`src/rtl/dnsc_pkg.sv`:
```
package dnsc_pkg;

   // Characters with a meaning of their own in a host name
   localparam logic [7:0] CHAR_DOT    = 8'h2E;
   localparam logic [7:0] CHAR_HYPHEN = 8'h2D;

   // Saturation points of the running counters
   localparam logic [8:0] TOTAL_SAT = 9'd511;
   localparam logic [6:0] LABEL_SAT = 7'd127;

   // Configuration register indexes
   localparam logic CSR_MAX_NAME_LEN  = 1'b0;
   localparam logic CSR_MAX_LABEL_LEN = 1'b1;

   // Widths of the configuration registers
   localparam int NAME_LEN_W  = 8;
   localparam int LABEL_LEN_W = 6;

   // Classification of one incoming character
   typedef struct packed {
      logic is_dot;
      logic is_hyphen;
      logic is_alnum;
   } char_class_type;

endpackage

```
`src/rtl/dnsc_name_state.sv`:
```
module dnsc_name_state
   import dnsc_pkg::*;
(
   input  logic                   clock,
   input  logic                   reset,
   input  logic                   step,
   input  char_class_type         char_class,
   input  logic                   final_byte,
   input  logic [NAME_LEN_W-1:0]  max_name_len,
   input  logic [LABEL_LEN_W-1:0] max_label_len,
   output logic                   name_ok
);

   logic [8:0] total_count_ff, total_count_in;
   logic [6:0] label_count_ff, label_count_in;
   logic       at_label_start_ff, at_label_start_in;
   logic       last_was_hyphen_ff, last_was_hyphen_in;
   logic       name_failed_ff, name_failed_in;

   logic [8:0] total_next;
   logic [6:0] label_next;
   logic       start_next;
   logic       hyphen_next;
   logic       failed_next;

   always_comb begin
      total_next  = (total_count_ff < TOTAL_SAT) ? total_count_ff + 9'd1 : total_count_ff;
      label_next  = label_count_ff;
      start_next  = at_label_start_ff;
      hyphen_next = last_was_hyphen_ff;
      failed_next = name_failed_ff;

      if (char_class.is_dot) begin
         // A dot closes the label; an empty label or a trailing hyphen fails.
         if ((label_count_ff == 7'd0) || last_was_hyphen_ff) begin
            failed_next = 1'b1;
         end
         label_next  = 7'd0;
         start_next  = 1'b1;
         hyphen_next = 1'b0;
      end else begin
         if (label_count_ff < LABEL_SAT) begin
            label_next = label_count_ff + 7'd1;
         end
         if (label_next > {1'b0, max_label_len}) begin
            failed_next = 1'b1;
         end
         if (char_class.is_hyphen) begin
            if (at_label_start_ff) begin
               failed_next = 1'b1;
            end
            hyphen_next = 1'b1;
         end else if (char_class.is_alnum) begin
            hyphen_next = 1'b0;
         end else begin
            failed_next = 1'b1;
         end
         start_next = 1'b0;
         if (final_byte && hyphen_next) begin
            failed_next = 1'b1;
         end
      end

      if (final_byte && (total_next > {1'b0, max_name_len})) begin
         failed_next = 1'b1;
      end

      name_ok = ~failed_next;

      total_count_in     = total_count_ff;
      label_count_in     = label_count_ff;
      at_label_start_in  = at_label_start_ff;
      last_was_hyphen_in = last_was_hyphen_ff;
      name_failed_in     = name_failed_ff;
      if (step) begin
         if (final_byte) begin
            total_count_in     = 9'd0;
            label_count_in     = 7'd0;
            at_label_start_in  = 1'b1;
            last_was_hyphen_in = 1'b0;
            name_failed_in     = 1'b0;
         end else begin
            total_count_in     = total_next;
            label_count_in     = label_next;
            at_label_start_in  = start_next;
            last_was_hyphen_in = hyphen_next;
            name_failed_in     = failed_next;
         end
      end
   end

   always_ff @(posedge clock) begin
      if (reset) begin
         total_count_ff     <= 9'd0;
         label_count_ff     <= 7'd0;
         at_label_start_ff  <= 1'b1;
         last_was_hyphen_ff <= 1'b0;
         name_failed_ff     <= 1'b0;
      end else begin
         total_count_ff     <= total_count_in;
         label_count_ff     <= label_count_in;
         at_label_start_ff  <= at_label_start_in;
         last_was_hyphen_ff <= last_was_hyphen_in;
         name_failed_ff     <= name_failed_in;
      end
   end

endmodule

```
`config.mk`:
```
export PLATFORM = sky130hd
export DESIGN_NAME = dnsc_name_state
export DESIGN_NICKNAME = d
export VERILOG_FILES = /design/src/rtl/dnsc_pkg.sv /design/src/rtl/dnsc_name_state.sv
export SDC_FILE = /design/constraint.sdc
export NUM_CORES = 1
export LEC_CHECK = 0
export BUFFER_PORTS_ARGS = -buffer_cell sky130_fd_sc_hd__buf_4
export CAP_MARGIN = 10
export CORE_MARGIN = 4
export CORE_UTILIZATION = 35
export DETAILED_ROUTE_END_ITERATION = 12
export PLACE_DENSITY = 0.49
export SYNTH_ARGS = -nofsm -noshare
export SYNTH_HDL_FRONTEND = slang
export SYNTH_SLANG_ARGS = --single-unit
```
`constraint.sdc`:
```
create_clock -name clock -period 4.3 [get_ports clock]
set_clock_uncertainty 0.2 [all_clocks]
set_input_delay 0.86 -clock clock [delete_from_list [all_inputs] [get_ports clock]]
set_output_delay 0.86 -clock clock [all_outputs]
set_load 0.005 [all_outputs]
```
==> flow_summary.json <==
{
  "power_density_nw_per_um2": 203,
  "seqPwrFrac_pct": 51.0,
  "cts_buffer_depth": 2,
  "postSynthCellCount": 204,
  "clkPwrFrac_pct": 33.5,
  "routed_wl_um": 3710,
  "cts_tree": "built",
  "finalCritPeriodShare_pct": 93.3,
  "grt_overflow": 0,
  "ant_nets": 0,
  "path_buf_inv": 1,
  "wl_met3_um": 187,
  "async_flop_share_pct": 0,
  "switching_share_pct": 23.5,
  "critPathKind": "flop to primary output",
  "netlist.area_leader.share_pct": 24.8,
  "yosysWarnings": 0,
  "io_pins": 22,
  "place_area_sq_um": 1700,
  "crit_chain": "and4_1 -> nand2_1 -> o21a_1 -> xor2_1 -> ha_1 -> and3_1 -> a2111oi_1 -> o21ai_0 -> a311oi_2 -> buf_4",
  "status": "finished clean",
  "min_path_type": "flop to flop",
  "cellLeakagePower_nw": 0.782,
  "h-tree-depth": 1,
  "drive_gt1_share_pct": 14.7,
  "areaGrowthSynthToFinish_pct": 13.8,
  "cp.depth": 10,
  "synth_top_area_cell": "dfxtp_1",
  "hpwlAfterDp_um": 2970,
  "cts_made_buffers": 3,
  "netlist_area_sq_um": 1530,
  "slew_violations": 0,
  "clock_sink_count": 19,
  "arrival_ns": 2.95,
  "top_layer": "met4",
  "p_switching_mw": 0.0830,
  "clock.fmax_mhz": 249,
  "power.internal_mw": 0.271,
  "yosysSeqAreaShare_pct": 24.8,
  "synth.distinct_cells": 44,
  "route.detailed.drc": 0,
  "via_count": 1463,
  "start_util_pct": 37.3,
  "setup_violations": 0,
  "fin_crit_ns": 4.01,
  "row_count": 23,
  "critPathCaptureType": "primary output",
  "crit_family": "compound AO/OA/AOI/OAI gates",
  "synth.net_count": 242,
  "layout_common_cells": "buf_4 (21), inv_1 (20), a21oi_1 (19), dfxtp_1 (19), nor2_1 (18)",
  "die_h_um": 74.2,
  "core-area_sq_um": 4120,
  "max_cap_viol_count": 0,
  "nets": 257,
  "detailroute.wirelength.met2_um": 1910,
  "die_w_um": 74.2,
  "first_iter_violations": 66,
  "first_pass_iters": 4,
  "port_buffers": 21,
  "m1WireLength_um": 1590,
  "fin_worst_hold_slack_ns": 0.299,
  "fill_cells": 432,
  "crit_fanout": 8,
  "cp.required_ns": 3.24,
  "gp_congestion": 0.843,
  "synth_flop_cell": "dfxtp_1",
  "grt_pass1_wl_um": 6340,
  "combinationalPowerShare_pct": 15.5,
  "antenna_found_initial": 0,
  "ys_ff_latch": 19,
  "die_area_sq_um": 5510,
  "crit_path_max_incr_delay_ns": 0.45,
  "ys_top_cells_by_area": "dfxtp_1 (25%), ha_1 (14%), a21oi_1 (6.2%)",
  "startpoint_type": "flop",
  "setup_tns_ns": 0,
  "ir_worst_vdd_mv": 0.0908,
  "worstRegToRegCells": 10,
  "wire_per_inst_um": 13.8,
  "syn-mean-instance-area_sq_um": 7.52,
  "viasPerCell": 5.46,
  "rsz0062_at_grt": "no",
  "grt_max_degree": 19,
  "cts_root_buf": "clkbuf_8",
  "grt_pass1_vias": 1476,
  "min_path_cells": 2,
  "crit_slowest_cell": "dfxtp_1",
  "hold_violations": 0,
  "clkTransAtPathRegs_ns": 0.07,
  "slew_headroom_pct": 55.9,
  "cts_hold_buf": 0,
  "final_common_cell": "buf_4",
  "clk_latency_ns": 0.25,
  "fin_area_sq_um": 1750,
  "synth_edf_count": 0,
  "tightest_slew_ns": 0.659,
  "grt_usage_pct": 14.6,
  "antenna_cells": 0
}
## logic make-up after synthesis
group / share of synthesized area, %
AOI/OAI and AO/OA: 25.4
adders and majority gates: 13.9
buffers and inverters: 8.56
xor gates and xnor gates: 2.85
and+or+nand+nor: 23.2
DFF: 24.8
muxes: 1.31
## worst min-delay path: stages, from the launching register on
cell	delay [ns]
dfxtp_1	0.31
nor2_1	0.07
o21ai_0	0.07
## power groups by stage
stage / logic (mW) / clock network [mW] / registers (mW)
final: 0.0549 / 0.118 / 0.180
after floorplan: 0.0315 / 0 / 0.184
after detailed placement: 0.0553 / 0 / 0.184
after global routing: 0.0624 / 0.134 / 0.181
after global placement: 0.0545 / 0 / 0.184
after CTS: 0.0556 / 0.127 / 0.180
## routing by layer
layer	vias up	track usage (%)
met1	669	16.5
met3	2	2.03
met2	35	28.0
li1	757	-
met4	0	4.43
met5	-	0
## layout make-up
class | instances | area, sq um | area share, %
clock buffer | 4 | 45.0 | 2.58
inverter | 20 | 75.1 | 4.30
timing repair buffer | 21 | 158 | 9.03
multi-input combinational | 154 | 1020 | 58.7
sequential | 19 | 380 | 21.8
tap | 50 | 62.6 | 3.58
## stage by stage
| step | cells | power (mW) | utilization, % | worst slack, ns |
|---|---|---|---|---|
| 2_1_floorplan | 204 | 0.215 | - | 0.767 |
| 3_3_place_gp | 264 | 0.239 | 41.3 | 0.586 |
| 3_5_place_dp | 264 | 0.240 | 41.3 | 0.536 |
| 4_1_cts | 268 | 0.363 | 42.4 | 0.244 |
| 5_1_grt | 268 | 0.377 | 42.4 | 0.0246 |
| 6_report | 268 | 0.354 | 42.4 | 0.289 |
## cell usage after synthesis, types with 3 or more instances
cell / instances
dfxtp_1: 19
a31oi_1: 4
o21ai_0: 12
nor2b_1: 4
and3_1: 5
xor2_1: 4
nor3_1: 10
a21oi_1: 19
a41oi_1: 4
nand2_1: 15
inv_1: 20
a21o_1: 4
o21a_1: 3
nand3_1: 7
clkbuf_1: 5
ha_1: 17
nor2_1: 18
## path summary, 6_finish.rpt
path	from	endpoint	slack (ns)
min reg2reg	at_label_start_ff	at_label_start_ff	0.30
min	at_label_start_ff	at_label_start_ff	0.30
max reg2reg	label_count_ff[1]	name_failed_ff	1.62
max	total_count_ff[2]	name_ok	0.29
## timing repair
action	CTS	global route
hold endpoints to repair	0	0
setup endpoints to repair	0	1
gates resized for setup	0	2
buffers inserted	0	0
## flip-flops by register name, indices dropped and copies added (netlist names)
| name | cells |
|---|---|
| label_count_ff | 7 |
| name_failed_ff | 1 |
| at_label_start_ff | 1 |
| total_count_ff | 9 |
| last_was_hyphen_ff | 1 |
Power figures use the tool's default switching activity.
